## src/rtl/frcp_pkg.sv

```systemverilog
// Shared types and fixed codes for the font ROM card command port.
package frcp_pkg;

	typedef struct packed {
		logic [1:0]  req_type;
		logic [7:0]  port_addr;
		logic [7:0]  wr_data;
		logic [16:0] rom_addr;
	} frcp_req_t;

	typedef struct packed {
		logic [7:0] read_data;
		logic       irq_raise;
		logic       irq_lower;
	} frcp_rsp_t;

	localparam logic [1:0]  REQ_WRITE    = 2'd0;
	localparam logic [1:0]  REQ_READ     = 2'd1;
	localparam logic [1:0]  REQ_ROM_LOAD = 2'd2;

	localparam logic [7:0]  DATA_PORT    = 8'hFC;
	localparam logic [7:0]  STATUS_PORT  = 8'hFD;
	localparam logic [15:0] FIRST_CODE   = 16'h0200;
	localparam logic [7:0]  REPLY_HEAD   = 8'h40;
	localparam logic [7:0]  STATUS_READY = 8'h81;
	localparam logic [7:0]  STATUS_ERROR = 8'h02;
	localparam logic [7:0]  STATUS_IDLE  = 8'h00;
	localparam logic [7:0]  OPEN_BUS     = 8'hFF;
	localparam logic [7:0]  ROM_BLANK    = 8'hFF;

endpackage

```

## src/rtl/frcp_outq.sv

```systemverilog
// Two-entry result queue between the command logic and the result channel.
module frcp_outq
	import frcp_pkg::*;
(
	input  logic      clk,
	input  logic      arst_n,
	input  logic      push,
	input  frcp_rsp_t push_item,
	output logic      full,
	output logic      rsp_valid,
	input  logic      rsp_ready,
	output frcp_rsp_t rsp
);

	logic [1:0] occ_q;
	frcp_rsp_t  slot0_q;
	frcp_rsp_t  slot1_q;
	logic       pop;

	assign pop       = rsp_valid && rsp_ready;
	assign rsp_valid = (occ_q != 2'd0);
	assign full      = (occ_q == 2'd2);
	assign rsp       = slot0_q;

	always_ff @(posedge clk or negedge arst_n) begin
		if (!arst_n) begin
			occ_q <= 2'd0;
		end else begin
			occ_q <= occ_q + {1'b0, push} - {1'b0, pop};
		end
	end

	always_ff @(posedge clk) begin
		if (push && (occ_q == 2'd0 || (occ_q == 2'd1 && pop))) begin
			slot0_q <= push_item;
		end else if (pop && occ_q == 2'd2) begin
			slot0_q <= slot1_q;
		end
		if (push && ((occ_q == 2'd1 && !pop) || (occ_q == 2'd2 && pop))) begin
			slot1_q <= push_item;
		end
	end

endmodule

```

## config.mk

```make
export PLATFORM = sky130hd
export DESIGN_NAME = frcp_outq
export DESIGN_NICKNAME = d
export VERILOG_FILES = /design/src/rtl/frcp_pkg.sv /design/src/rtl/frcp_outq.sv
export SDC_FILE = /design/constraint.sdc
export NUM_CORES = 1
export LEC_CHECK = 0
export ABC_AREA = 1
export BUFFER_PORTS_ARGS = -buffer_cell sky130_fd_sc_hd__buf_2
export CAP_MARGIN = 30
export CORE_ASPECT_RATIO = 0.75
export CORE_MARGIN = 3
export CORE_UTILIZATION = 49
export DETAILED_ROUTE_END_ITERATION = 12
export MAX_ROUTING_LAYER = met4
export PLACE_DENSITY = 0.75
export SETUP_SLACK_MARGIN = 0.5
export SLEW_MARGIN = 40
export SYNTH_ARGS = -nofsm -noshare
export SYNTH_HDL_FRONTEND = slang
export SYNTH_SLANG_ARGS = --single-unit
```

## constraint.sdc

```tcl
create_clock -name clk -period 1.8 [get_ports clk]
set_input_delay 0.54 -clock clk [delete_from_list [all_inputs] [get_ports clk]]
set_output_delay 0.54 -clock clk [all_outputs]
set_load 0.05 [all_outputs]
```

# Yosys cells after proc, flatten, opt, wreduce, memory -nomap -nowiden
# Index checks and enable logic that the tools add are counted.
[word_totals] ff_bits=22 latchBits=0 ramBits=0 rom_bits=0 in_bits=14 out_inout_bits=12 word_cells=25 memories=0
[op_classes] add_sub_neg=2 multipliers=0 n_div=0 order_cmp=0 eq_ne=2 shift=0 muxes=2 n_bitwise=0 n_reduce_logical=12
[ops] op="two-way mux 10 bit" n=2
[ops] op="logical AND 1 bit" n=6
[ops] op="nonzero test 2 bit" n=2
[ops] op="adder 2 x 1 -> 2 bit" n=1
[ops] op="equality test 2 x 1 -> 1 bit, second input constant" n=1
[ops] op="equality test 2 bit, second input constant" n=1
[ops] op="zero test 2 bit" n=1
[ops] op="logical OR 1 bit" n=2
[ops] op="subtractor 2 x 1 -> 2 bit" n=1
[ops] op="zero test 1 bit" n=1

# Logic depth before layout (Yosys ltp)
[depth] ltp_word=6 mapped_depth=6 depth_no_buf=6

# Worst setup path after synthesis
# No wires, ideal clock.
[synth_path] kind="input -> register" from="in rsp_ready" to="reg slot1_q[0] (netlist bit) (enable)" setup_ps=376 arrival_time_ps=1268 required_ps=1424 path_slack_ps=156 path_stages=4 path_buffers=0 path_cell_list="inv_1 -> o21ai_0 -> nand2_1 -> nor2_1"
[synth_between] elab_chain_len=5 elab_cells_between_ends=6 cone_classes="reduce/logical: 6"
[synth_lines] element="from (decl)" line_no="frcp_outq.sv:11" text="input logic rsp_ready,"
[synth_lines] element="logical AND 1 bit (*)" line_no="frcp_outq.sv:20" text="assign pop = rsp_valid && rsp_ready;"
[synth_lines] element="zero test 1 bit" line_no="frcp_outq.sv:39" text="if (push && ((occ_q == 2'd1 && !pop) || (occ_q == 2'd2 && pop))) begin"
[synth_lines] element="logical AND 1 bit" line_no="frcp_outq.sv:39"
[synth_lines] element="logical OR 1 bit (*)" line_no="frcp_outq.sv:39"
[synth_lines] element="logical AND 1 bit (*)" line_no="frcp_outq.sv:39"
[synth_lines] element="to (signal assigned)" line_no="frcp_outq.sv:40" text="slot1_q <= push_item;"
[synth_lines] element="to (decl)" line_no="frcp_outq.sv:17" text="frcp_rsp_t slot1_q;"
# Every way passes the cells marked *; elsewhere a longest branch is shown, timed or not.
# A chain may end at the register's enable or synchronous reset.

# Worst setup path in the final report
[layout_path] from="reg occ_q[0]" to="out rsp_valid"
[layout_between] elab_chain_len=1
[layout_lines] element="from (decl)" line_no="frcp_outq.sv:15" text="logic [1:0] occ_q;"
[layout_lines] element="from (signal assigned)" line_no="frcp_outq.sv:29" text="occ_q <= occ_q + {1'b0, push} - {1'b0, pop};"
[layout_lines] element="nonzero test 2 bit" line_no="frcp_outq.sv:21" text="assign rsp_valid = (occ_q != 2'd0);"
[layout_lines] element="to (decl)" line_no="frcp_outq.sv:10" text="output logic rsp_valid,"
# Every way passes these cells.

==> flow_summary.rst <==
.. list-table::
   :header-rows: 1

   * - Metric
     - Value
   * - Crit path capture type
     - primary output
   * - TritonCTS Sinks
     - 22
   * - Worst supply voltage drop on vdd
     - 1120 uV
   * - Top area cells in the synthesized netlist
     - sky130_fd_sc_hd__edfxtp_1 67%, sky130_fd_sc_hd__nand2_1 12%, sky130_fd_sc_hd__nand3_1 6.2%
   * - First-pass DRT Iterations
     - 4
   * - Final Non-Filler Cells
     - 133
   * - Total number of H-tree levels
     - 1
   * - Antenna-violating nets left
     - 0
   * - Post-route standard cell area excluding fillers
     - 1310 um^2
   * - Minimum clock period after layout
     - 1630 ps
   * - Peak clock frequency supported by timing
     - 612 MHz
   * - Die Y-Extent
     - 43.0 um
   * - Max-slew violation count
     - 0
   * - Max_cap viols
     - 0
   * - Overall power consumption
     - 2.10 mW
   * - DRC violation count after routing
     - 0
   * - Worst r2r dst
     - slot1_q[6]
   * - Instance area after placement
     - 1070 um^2
   * - Worst slack, placed
     - 210 ps
   * - Met1 track utilization from global routing
     - 0.231
   * - Clock-pin slew on the worst setup and hold paths
     - 120 ps
   * - TritonCTS Buffers
     - 3
   * - Maximum net fanout on the critical path
     - 3
   * - Headroom to the max-slew limit
     - 0.863
   * - Final clock period utilization by the worst path
     - 0.907
   * - Die span in x
     - 55.3 um
   * - Global routing usage on met3
     - 0.0760
   * - Gr busiest metal
     - met2
   * - Clock tree from TritonCTS
     - built
   * - Maximum number of pins on one net before global-route repair
     - 13
   * - Worst Setup EP
     - rsp_valid
   * - Top-Level Pins
     - 26
   * - Leakage component of the power
     - 0.570 nW
   * - Via count of the first global-routing pass
     - 649
   * - Crit Path Class
     - reg -> out
   * - Buffers added on ports
     - 25
   * - Yosys reg bits
     - 22
   * - Rows
     - 12
   * - Total Nets Final
     - 128
   * - Post-synth EDFFs
     - 20
   * - Final weighted congestion in routability-driven placement
     - 0.774
   * - Seq/Total Area, Yosys
     - 0.727
   * - Met2 usage in global routing
     - 0.330
   * - Synthesized netlist net count
     - 90
   * - Crit path DAT
     - 1090 ps
   * - Main flop type after synthesis
     - sky130_fd_sc_hd__edfxtp_1
   * - Maximum number of buffers from clock root to sink
     - 2
   * - R2R Setup Slk
     - 260 ps
   * - Via density per instance
     - 5.69
   * - Cell taking the most area after synthesis
     - sky130_fd_sc_hd__edfxtp_1
   * - Number of cells in the design after placement
     - 122
   * - Final Hold Viols
     - 0
   * - Data required, critical path
     - 1260 ps
   * - Yosys synthesis warning count
     - 0
   * - Latest clock arrival within the worst-skew pair
     - 310 ps
   * - Startpoint of the lowest-slack register-to-register path
     - occ_q[0]
   * - Launching element type of the critical path
     - register
   * - Hold crit path type
     - in -> reg
   * - Routed wire length
     - 2.56 mm
   * - Count of distinct cell types in the synthesized netlist
     - 12
   * - Final worst clock skew
     - 9.92 ps
   * - Post-synthesis instance area
     - 895 um^2
   * - Final HPWL DP
     - 1.38 mm
   * - Die area
     - 2380 um^2
   * - Instance count of the mapped netlist
     - 75
   * - Wire length of the first global-routing pass
     - 3.37 mm
   * - Antenna violations before repair
     - 0
   * - Async set-or-reset flop fraction in the synthesized netlist
     - 0.0909
   * - Worst setup path startpoint
     - occ_q[0]
   * - Area of the core
     - 1590 um^2
   * - Initial core utilization
     - 0.562
   * - Number of inserted diodes
     - 0
   * - Layout-stage area growth over the synthesis result
     - 46.0%
   * - DRC violation total after the first TritonRoute iteration
     - 27
   * - Total number of vias
     - 757
   * - Total global-route track usage
     - 0.197
   * - Share of the synthesized area in the top cell type
     - 0.671
   * - Post-Route Setup TNS
     - 0 ps
   * - Gr ovfl total
     - 0
   * - Setup violators final
     - 0
   * - Avg Cell Area, Syn
     - 11.9 um^2
   * - Fraction of layout instances using a drive strength above 1
     - 0.464
   * - Worst-case reg-to-reg path depth
     - 6
   * - Min setup slack post-route
     - 167 ps
   * - Run status
     - complete, no violations
   * - Routed length per instance
     - 19.3 um
   * - Buffer cell driving the clock tree root
     - sky130_fd_sc_hd__clkbuf_4
   * - Setup repair after global routing missed its margin
     - true
   * - Most numerous cell types in the synthesized netlist
     - 28 x sky130_fd_sc_hd__nand2_1, 20 x sky130_fd_sc_hd__edfxtp_1, 11 x sky130_fd_sc_hd__nand3_1
   * - Pwr/cell area
     - 1600 nW/um^2
   * - Top-count cell post-synth
     - sky130_fd_sc_hd__nand2_1
   * - Transition time of the tightest slew-check pin
     - 205 ps
## worst max-delay path, stage by stage, from the launching register on
cell,delay [ps]
sky130_fd_sc_hd__dfrtp_2,460
sky130_fd_sc_hd__inv_2,90
sky130_fd_sc_hd__nand2_2,70
sky130_fd_sc_hd__buf_6,160
## logic make-up after synthesis
group / synth area share
buffers and inverters: 0.0503
DFF: 0.727
AOI/OAI and AO/OA: 0.00559
and+or+nand+nor: 0.203
adders and majority gates: 0.0140
## flip-flops by register name (all words and copies together), names as in the netlist
name and cells:
rsp 10, slot1_q 10, occ_q 2
## metal layers
| layer | up-vias | wire length, um |
|---|---|---|
| met4 | 0 | 111 |
| li1 | 327 | - |
| met5 | - | 0 |
| met2 | 62 | 1230 |
| met3 | 10 | 305 |
| met1 | 358 | 919 |
## cell usage in the layout, fill, tap and decap left out
| cell | synthesis | final |
|---|---|---|
| sky130_fd_sc_hd__buf_12 | 0 | 1 |
| sky130_fd_sc_hd__nand2_4 | 0 | 1 |
| sky130_fd_sc_hd__clkbuf_1 | 0 | 1 |
| sky130_fd_sc_hd__dfrtp_1 | 2 | 1 |
| sky130_fd_sc_hd__nor2_4 | 0 | 3 |
| sky130_fd_sc_hd__ha_1 | 1 | 1 |
| sky130_fd_sc_hd__nand3b_1 | 1 | 1 |
| sky130_fd_sc_hd__buf_2 | 0 | 13 |
| sky130_fd_sc_hd__nand3_1 | 11 | 11 |
| sky130_fd_sc_hd__nand2_1 | 28 | 22 |
| sky130_fd_sc_hd__buf_6 | 1 | 14 |
| sky130_fd_sc_hd__buf_4 | 2 | 6 |
| sky130_fd_sc_hd__inv_1 | 5 | 2 |
| sky130_fd_sc_hd__dfrtp_2 | 0 | 1 |
| sky130_fd_sc_hd__dlygate4sd3_1 | 0 | 1 |
| sky130_fd_sc_hd__inv_2 | 0 | 3 |
| sky130_fd_sc_hd__nand2_8 | 0 | 2 |
| sky130_fd_sc_hd__edfxtp_1 | 20 | 20 |
| sky130_fd_sc_hd__nand2_2 | 0 | 3 |
| sky130_fd_sc_hd__buf_8 | 0 | 1 |
| sky130_fd_sc_hd__o21ai_2 | 0 | 1 |
| sky130_fd_sc_hd__clkbuf_4 | 0 | 3 |
## metrics by stage
step / hold WS [ps] / util
3_5_place_dp: 326 / 0.672
2_1_floorplan: 244 / -
5_1_grt: 392 / 0.821
6_report: 415 / 0.821
4_1_cts: 417 / 0.772
3_3_place_gp: 325 / 0.672
## repair_timing
action	4_1_cts	5_1_grt
pin swaps	2	0
gates cloned	0	1
hold endpoints to repair	2	0
hold buffers	1	0
setup buffers	3	2
setup endpoints to repair	22	44
gates resized for setup	30	13
## how the worst min path moves through the flow
stage | startpoint | end | slack (ps) | depth (start not counted)
final | push_item[0] | slot1_q[0] | 410 | 1
after global routing | push_item[0] | slot1_q[0] | 390 | 1
after CTS | push_item[5] | slot1_q[5] | 420 | 1
after detailed placement | arst_n | occ_q[0] | 330 | 1
after global placement | arst_n | occ_q[0] | 320 | 1
after floorplan | arst_n | occ_q[0] | 240 | 0
## final cells by class
cell class	count	area [um^2]
fillers	87	285
well taps	21	26.3
inverters	5	18.8
repair buffers	36	313
flip-flops and latches	22	652
multi-input cells	45	270
clock buffers	4	26.3
## power breakdown
group	total, mW	internal (mW)	switching [mW]	leakage (nW)
combinational	1.08	0.387	0.692	0.345
clock	0.229	0.0867	0.142	0.0150
sequential	0.788	0.722	0.0656	0.210
total	2.10	1.20	0.900	0.570
Note: power is estimated with default switching activity, not from simulation.
