## src/rtl/frcp_ram.sv

```systemverilog
// Generic simple dual-port RAM with one write port and a registered read port.
module frcp_ram #(
	parameter int WIDTH = 8,
	parameter int DEPTH = 64
) (
	input  logic                                    clk,
	input  logic                                    we,
	input  logic [(DEPTH > 1 ? $clog2(DEPTH) : 1)-1:0] waddr,
	input  logic [WIDTH-1:0]                        wdata,
	input  logic [(DEPTH > 1 ? $clog2(DEPTH) : 1)-1:0] raddr,
	output logic [WIDTH-1:0]                        rdata
);

	logic [WIDTH-1:0] mem [DEPTH];

	always_ff @(posedge clk) begin
		if (we) begin
			mem[waddr] <= wdata;
		end
		rdata <= mem[raddr];
	end

endmodule

```

## config.mk

```make
export PLATFORM = sky130hd
export DESIGN_NAME = frcp_ram
export DESIGN_NICKNAME = d
export VERILOG_FILES = /design/src/rtl/frcp_ram.sv
export SDC_FILE = /design/constraint.sdc
export NUM_CORES = 1
export LEC_CHECK = 0
export ABC_CLOCK_PERIOD_IN_PS = 2350
export BUFFER_PORTS_ARGS = -buffer_cell sky130_fd_sc_hd__buf_2
export CAP_MARGIN = 5
export CORE_MARGIN = 2
export CORE_UTILIZATION = 35
export CTS_BUF_LIST = sky130_fd_sc_hd__clkbuf_8
export CTS_CLUSTER_SIZE = 14
export DETAILED_ROUTE_END_ITERATION = 8
export PLACE_DENSITY_LB_ADDON = 0.1
export SETUP_SLACK_MARGIN = 0.02
export SYNTH_ARGS = -nofsm -noshare
export SYNTH_HDL_FRONTEND = slang
export SYNTH_SLANG_ARGS = --single-unit
```

## constraint.sdc

```tcl
create_clock -name clk -period 2.35 [get_ports clk]
set_input_delay 0.47 -clock clk [delete_from_list [all_inputs] [get_ports clk]]
set_output_delay 0.47 -clock clk [all_outputs]
set_load 0.05 [all_outputs]
```

# ---- Word-level counts from Yosys, hierarchy flattened
# Memory sizes are Yosys's and may differ from the RTL's. A register that Yosys moved wholly into a read port is not among the register bits.
# Cells that the tools add are included.
# Widths: inputs -> output; s select.
dict set report totals {
  regBits 0
  latch_bits 0
  ramBits 512
  rom_bits 0
  wordCells 3
  mem_count 1
}
# name depth word_bits read_ports rd_ports_with_merged_regs write_ports line
set memory_table {}
lappend memory_table {mem 64 8 1 1 1 14} ;# logic [WIDTH-1:0] mem [DEPTH];
dict set report classes {
  addsub 0
  mul 0
  n_div 0
  order_cmp 0
  eq_ne 0
  shift 0
  mux 2
  n_bitwise 0
  reduce_logical 0
}
# op count
set op_table {}
lappend op_table {{$mux 1} 2}

# ---- Logic depth before layout (Yosys ltp)
# Gate-level depths: netlist of the first run.
dict set report depth {
  word_depth 2
  ltp_mapped 9
  depth_no_buf 5
}

# ---- Least setup slack after synthesis of the first run
# Ideal clock, no wire load.
dict set report synth_timing {
  kind {input-to-reg}
  start {in raddr[1] in the netlist's numbering}
  end {reg rdata[3] (read register of mem)}
  setup_ps 128
  arrival_time_ps 2010
  path_slack_ps 212
  path_stages 7
  n_path_buf 3
  cell_sequence {buf_4 -> buf_2 -> buf_2 -> mux4_2 -> mux4_2 -> o21ai_1 -> o41ai_1}
}
# element line
set synth_lines {}
lappend synth_lines {{start: declaration} 10} ;# input logic [(DEPTH > 1 ? $clog2(DEPTH) : 1)-1:0] raddr,
lappend synth_lines {{end: declaration} 11} ;# output logic [WIDTH-1:0] rdata

==> impl_metrics.csv, run 1 <==
group,metric,value,unit
clock_network,hold_buffers,0,
floorplanning,io_pins,30,
clock_network,cts_sinks,520,
worst_setup_path,critPathArrivalTime,2750,ps
floorplanning,rows,87,
floorplanning,initial_core_util,0.356,
placed_design,hpwl,32.9,mm
sta,hold_violations,0,
worst_setup_path,worst-r2r-setup-slack,150,ps
worst_setup_path,r2r_end,"rdata[6]$_DFF_P_",
synthesis,synth-edff-count,512,
drt,ant_nets,0,
grt,first_global_vias,10600,
status,status,"finished clean",
grt,use_met3,0.0352,
finish,nets,1197,
worst_hold_path,hold_class,"in -> reg",
synthesis,synth_area_per_cell,21.5,um2
synthesis,yosysMostFrequentCell,"edfxtp_1",
clock_network,clock_latency,660,ps
drt,finalWirelength,51.9,mm
synthesis,synthFlopType,"edfxtp_1",
worst_setup_path,critPathRequiredTime,2890,ps
worst_setup_path,r2r-start,"mem[24][6]$_DFFE_PP_",
power,leakagePower,0.00791,uW
synthesis,synth-seq-area-share,0.770,
placed_design,dp_slack,-462,ps
worst_hold_path,hold_end,"rdata[5]$_DFF_P_",
clock_network,htree_levels,3,
worst_setup_path,reg2reg_depth,6,
clock_network,cts_tree,"yes",
synthesis,yosys-top-cells-count,"edfxtp_1 (512), mux4_2 (126), nor2_1 (83)",
sta,fin_crit_sh,0.937,
grt,busiest_layer,"met2",
worst_setup_path,critPathKind,"reg -> reg",
worst_hold_path,min_path_cells,5,
floorplanning,core_area,56700,um2
power,peakVddDrop,450,uV
placed_design,gp_congestion,0.765,
clock_network,clkTransAtPathRegs,60,ps
clock_network,clockBufferDepth,3,
clock_network,post_cts_resize_count,0,
sta,tightest_slew,1020,ps
floorplanning,die_y,244,um
grt,grt_overflow_total,0,
power,power,18700,uW
sta,timing.final.ws_setup,149,ps
synthesis,ys_top_cells_by_area,"edfxtp_1 (76%), mux4_2 (14%), nor2_1 (1.5%)",
clock_network,cts_root_buf,"clkbuf_8",
grt,grtUsageMet1,0.250,
grt,gr-usage-all-layers,0.177,
sta,period_needed,2200,ps
floorplanning,die_w,244,um
synthesis,syn_inst,940,
worst_setup_path,critPathLaunchType,"flip-flop",
sta,setup_viol,0,
synthesis,synthDistinctLibCells,40,
synthesis,synthesis.area,20200,um2
sta,drv_slew,0,
synthesis,synth_seq_cells,520,
drt,viasPerCell,5.04,
synthesis,yosys.area.top_type,"edfxtp_1",
drt,wl_per_cell,25.9,um
floorplanning,fp.dieArea,59600,um2
finish,final_layout_size_suffix_gt1_frac,0.355,
grt,grt_max_degree,65,
synthesis,synth_fp_nets,962,
synthesis,yosysWarnings,0,
clock_network,post_cts_buffers,0,
drt,drt_first_iter_violations,828,
worst_setup_path,endpoint_kind,"flip-flop",
sta,clock.fmax,0.454,GHz
drt,drt_pass1_iterations,5,
grt,grt_antenna_before_repair,1,
placed_design,port_buffers,29,
synthesis,async_flop_share,0,
grt,grt_first_pass_wirelength,75.1,mm
synthesis,netlist.area_leader.share,0.762,
finish,syn_to_final_growth,18.8,%
worst_setup_path,path_max_fanout,1,
drt,dr_total_vias,10100,
drt,drcViolationCount,0,
sta,skew,23.4,ps
sta,rsz0062_at_grt,"false",
clock_network,numCtsBuffers,89,
worst_hold_path,worstHoldStart,"raddr[5]",
grt,gr-usage-met2,0.276,
sta,max-slew-margin-rel,0.318,
power,p_per_area,781,nW/um2
flow_run,drv_cap,0,
## cells by family after synthesis
group | share of synthesized area
flip-flops | 0.770
multiplexers | 0.159
AND/OR/NAND/NOR | 0.0339
AO/OA/AOI/OAI | 0.0207
buffers and inverters | 0.0157
## placed cells by master (no fill, tap or decap), drive strengths merged, types with 2 or more instances in the layout
cell type  count
edfxtp       512
buf          195
mux4         126
clkbuf        91
nor2          83
clkinv        37
inv           34
mux2i         23
nand2         19
nor2b         14
mux2          13
nand3         13
o221ai         8
o22ai          8
dfxtp          8
nand2b         7
nor3           7
a221oi         6
a211oi         4
o21ai          4
nand3b         3
a21oi          3
a22oi          3
o2111ai        3
o2bb2ai        3
o221a          2
nor4           2
o32ai          2
a2111oi        2
o21a           2
o41ai          2
nand4          2
clkinvlp       2
## sequential cells by signal (all words and copies together) (netlist names)
name / count
rdata: 8
mem: 512
## metrics by stage
stage	instances	TNS (ps)	util	instance area, um2	hold slack, ps
after floorplan	940	0	-	20200	569
after global routing	2005	0	0.422	24000	280
final	2005	0	0.422	24000	287
after global placement	1840	-2290	0.395	22400	832
after detailed placement	1840	-2370	0.395	22400	830
after CTS	2004	0	0.422	24000	227
## per-layer routing
layer / vias up / routed length (um)
li1: 4424 / -
met4: 0 / 1180
met2: 246 / 24300
met3: 85 / 2620
met5: - / 0
met1: 5358 / 23800
## how the worst max path moves through the flow
| stage | from | end | slack (ps) | cells after the start |
|---|---|---|---|---|
| finish | mem[24][6]$_DFFE_PP_ | rdata[6]$_DFF_P_ | 150 | 6 |
| global route | mem[24][6]$_DFFE_PP_ | rdata[6]$_DFF_P_ | 90 | 6 |
| CTS | mem[24][6]$_DFFE_PP_ | rdata[6]$_DFF_P_ | 70 | 6 |
| detailed placement | raddr[0] | rdata[7]$_DFF_P_ | -460 | 6 |
| global placement | raddr[0] | rdata[7]$_DFF_P_ | -460 | 6 |
| floorplan | raddr[1] | rdata[3]$_DFF_P_ | 210 | 7 |
## report_power, final
part           switching (uW)  leakage (uW)  internal [uW]
combinational             711       0.00231            473
clock                    3630      0.000923           3600
sequential               35.4       0.00467          10300
## critical path: stages, from the launching register on
cell and delay, ps:
edfxtp_1 370, mux4_2 490, mux2_2 300, o221a_2 290, nor3_1 370, buf_4 180
o32ai_1 70
## final cells by class
cell class / count / area (um2)
Antenna cell: 1 / 2.50
Clock inverter: 73 / 303
Multi-Input combinational cell: 369 / 4320
Sequential cell: 520 / 15500
Clock buffer: 91 / 1250
Tap cell: 756 / 946
Timing Repair Buffer: 195 / 1610
Fill cell: 5030 / 32800
Power figures use the tool's default switching activity.
==> run 2: changes to the inputs <==
--- a/config.mk
+++ b/config.mk
@@ -5,6 +5,7 @@
 export SDC_FILE = /design/constraint.sdc
 export NUM_CORES = 1
 export LEC_CHECK = 0
+export ABC_AREA = 1
 export ABC_CLOCK_PERIOD_IN_PS = 2350
 export BUFFER_PORTS_ARGS = -buffer_cell sky130_fd_sc_hd__buf_2
 export CAP_MARGIN = 5
==> run 2 against run 1 <==
Net effect:
- synthesized cell count is 92% higher
- die area is 5.7% higher
- clock power is 4.7% higher
- final cell count is 40% higher
- worst hold slack worse by 70 ps
- final area is 2.7% higher
- critical path depth is 5 lower
- fmax is 8.5% higher
- sequential power hardly changed
- utilization is 1.5 points lower
- non-clock buffer count is 40 lower
- highest routed layer unchanged
==> impl_metrics.csv, run 2 <==
group,metric,value,unit
status,status,"finished clean",
clock_network,cts_root_buf,"clkbuf_8",
worst_setup_path,endpoint_kind,"output port",
placed_design,dp_slack,152,ps
synthesis,yosysWarnings,0,
worst_setup_path,crit_family,"flip-flops",
synthesis,synthSimpleGateAreaFrac,0.232,
finish,reg_top3,"mem x512, rdata x8",
clock_network,htree_levels,3,
synthesis,yosysMostFrequentCell,"nand2_1",
synthesis,synthFlopType,"edfxtp_1",
synthesis,synth-seq-area-share,0.728,
synthesis,synth_fp_nets,1827,
sta,hold_violations,0,
synthesis,synth_area_per_cell,11.8,um2
sta,clock.fmax,0.493,GHz
floorplanning,die_w,251,um
synthesis,synth_xor_xnor_area_share,0,
worst_setup_path,reg2reg_depth,8,
grt,gr-usage-all-layers,0.194,
worst_setup_path,cp_cell_sequence,"buf_2",
synthesis,muxShareOfSynthArea,0,
clock_network,numCtsBuffers,92,
grt,first_global_vias,14000,
worst_hold_path,hold_class,"in -> reg",
clock_network,clock_latency,690,ps
drt,drt_first_iter_violations,1107,
placed_design,gp_congestion,0.835,
drt,viasPerCell,5.01,
synthesis,yosys-top-cells-count,"nand2_1 (648), edfxtp_1 (512), nand3_1 (439)",
worst_hold_path,worstHoldStart,"raddr[5]",
power,pwr-share-seq,0.535,
finish,final_layout_size_suffix_gt1_frac,0.132,
grt,grt_first_pass_wirelength,90.5,mm
worst_setup_path,path_max_fanout,1,
drt,ant_nets,0,
synthesis,synth_seq_cells,520,
synthesis,synthAdderAreaFrac,0,
clock_network,cts_tree,"yes",
finish,syn_to_final_growth,15.3,%
sta,period_needed,2030,ps
sta,max-slew-margin-rel,0.594,
sta,tightest_slew,608,ps
drt,drt_pass1_iterations,5,
clock_network,post_cts_buffers,0,
clock_network,clkTransAtPathRegs,60,ps
worst_hold_path,hold_end,"rdata[7]$_DFF_P_",
power,p_switching,4760,uW
worst_setup_path,critPathRequiredTime,1880,ps
synthesis,ys_top_cells_by_area,"edfxtp_1 (72%), nand2_1 (11%), nand3_1 (10%)",
floorplanning,die_y,251,um
worst_setup_path,cpPeakStageDelay,510,ps
worst_setup_path,crit_slowest_cell,"dfxtp_1",
worst_setup_path,critPathKind,"reg -> out",
floorplanning,io_pins,30,
sta,fin_crit_sh,0.863,
finish,top_register,"mem",
synthesis,yosys.area.top_type,"edfxtp_1",
power,leakagePower,0.00908,uW
synthesis,synthesis.area,21300,um2
finish,final_common_cell,"nand2_1",
sta,setup_viol,0,
power,p_comb_frac,0.072,
power,p_per_area,782,nW/um2
synthesis,synth-compound-area-share,0,
floorplanning,fp.dieArea,63000,um2
clock_network,clockBufferDepth,3,
floorplanning,rows,90,
sta,drv_slew,0,
flow_run,drv_cap,0,
finish,final_cell_mix,"nand2_1 (648), edfxtp_1 (512), nand3_1 (439), buf_4 (99), clkbuf_8 (96)",
worst_setup_path,critPathLaunchType,"flip-flop",
worst_setup_path,r2r_end,"rdata[2]$_DFF_P_",
clock_network,hold_buffers,0,
synthesis,synth-edff-count,512,
sta,skew,28.6,ps
floorplanning,core_area,60400,um2
clock_network,cts_sinks,520,
grt,grt_overflow_total,0,
worst_setup_path,critPathArrivalTime,1560,ps
drt,dr_total_vias,14000,
synthesis,syn_inst,1805,
synthesis,async_flop_share,0,
worst_setup_path,worst-r2r-setup-slack,920,ps
power,peakVddDrop,374,uV
synthesis,netlist.area_leader.share,0.720,
floorplanning,initial_core_util,0.354,
drt,wl_per_cell,21.5,um
power,p_int,14500,uW
clock_network,post_cts_resize_count,0,
grt,grt_max_degree,73,
synthesis,synth_top_family_by_area,"simple AND/OR/NAND/NOR gates",
sta,rsz0062_at_grt,"false",
worst_setup_path,path_buf_inv,1,
finish,nets,1963,
worst_setup_path,r2r-start,"mem[7][2]$_DFFE_PP_",
sta,finalSetupTns,0,ps
power,clockPowerShare,0.393,
worst_hold_path,min_path_cells,3,
drt,finalWirelength,60.3,mm
placed_design,port_buffers,29,
sta,timing.final.ws_setup,322,ps
grt,grt_antenna_before_repair,2,
finish,largest_reg_flops,512,
drt,drcViolationCount,0,
synthesis,synthDistinctLibCells,16,
placed_design,hpwl,35.6,mm
power,swShare,0.247,
-- run 2: through the flow --
stage / total power, uW / cell area (um2) / util / hold slack [ps] / instances
floorplan: 11300 / 21300 / - / 569 / 1805
global placement: 11900 / 23000 / 0.381 / 806 / 2629
detailed placement: 11900 / 23000 / 0.381 / 782 / 2629
CTS: 19500 / 24600 / 0.408 / 136 / 2797
global route: 20000 / 24600 / 0.408 / 175 / 2798
finish: 19300 / 24600 / 0.408 / 217 / 2799
-- run 2: layout make-up --
type | count | area [um2]
diodes | 2 | 5.00
clock buffers | 95 | 1310
clock inverters | 73 | 334
fillers | 5832 | 35700
inverters | 12 | 55.1
multi-input cells | 1160 | 4950
flip-flops and latches | 520 | 15500
well taps | 782 | 978
repair buffers | 155 | 1450
-- run 2: routing by layer --
layer  global-route usage  vias to the layer above  routed length [um]
li1                     -                     6642                   -
met1                0.269                     6874               27700
met2                0.306                      385               27800
met3               0.0405                      108                3330
met4               0.0621                        0                1570
met5                    0                        -                   0
-- run 2: cells by family after synthesis --
| family | after synthesis |
|---|---|
| buffers and inverters | 125 |
| flip-flops | 520 |
| AND/OR/NAND/NOR | 1160 |
-- run 2: power by group through the flow --
stage | Clock (uW) | Sequential [uW] | Combinational (uW)
floorplan | 0 | 10500 | 721
global placement | 0 | 10500 | 1410
detailed placement | 0 | 10500 | 1410
CTS | 7830 | 10300 | 1410
global route | 8200 | 10300 | 1530
finish | 7570 | 10300 | 1390
-- run 2: worst max-delay path by stage --
| stage | start | endpoint | slack, ps | cells after the start |
|---|---|---|---|---|
| 5_1_grt | rdata[7]$_DFF_P_ | rdata[7] | 280 | 1 |
| 6_report | rdata[7]$_DFF_P_ | rdata[7] | 320 | 1 |
| 2_1_floorplan | we | mem[48][0]$_DFFE_PP_ | 110 | 3 |
| 4_1_cts | rdata[7]$_DFF_P_ | rdata[7] | 260 | 1 |
| 3_5_place_dp | raddr[0] | rdata[4]$_DFF_P_ | 150 | 11 |
| 3_3_place_gp | raddr[0] | rdata[4]$_DFF_P_ | 140 | 11 |
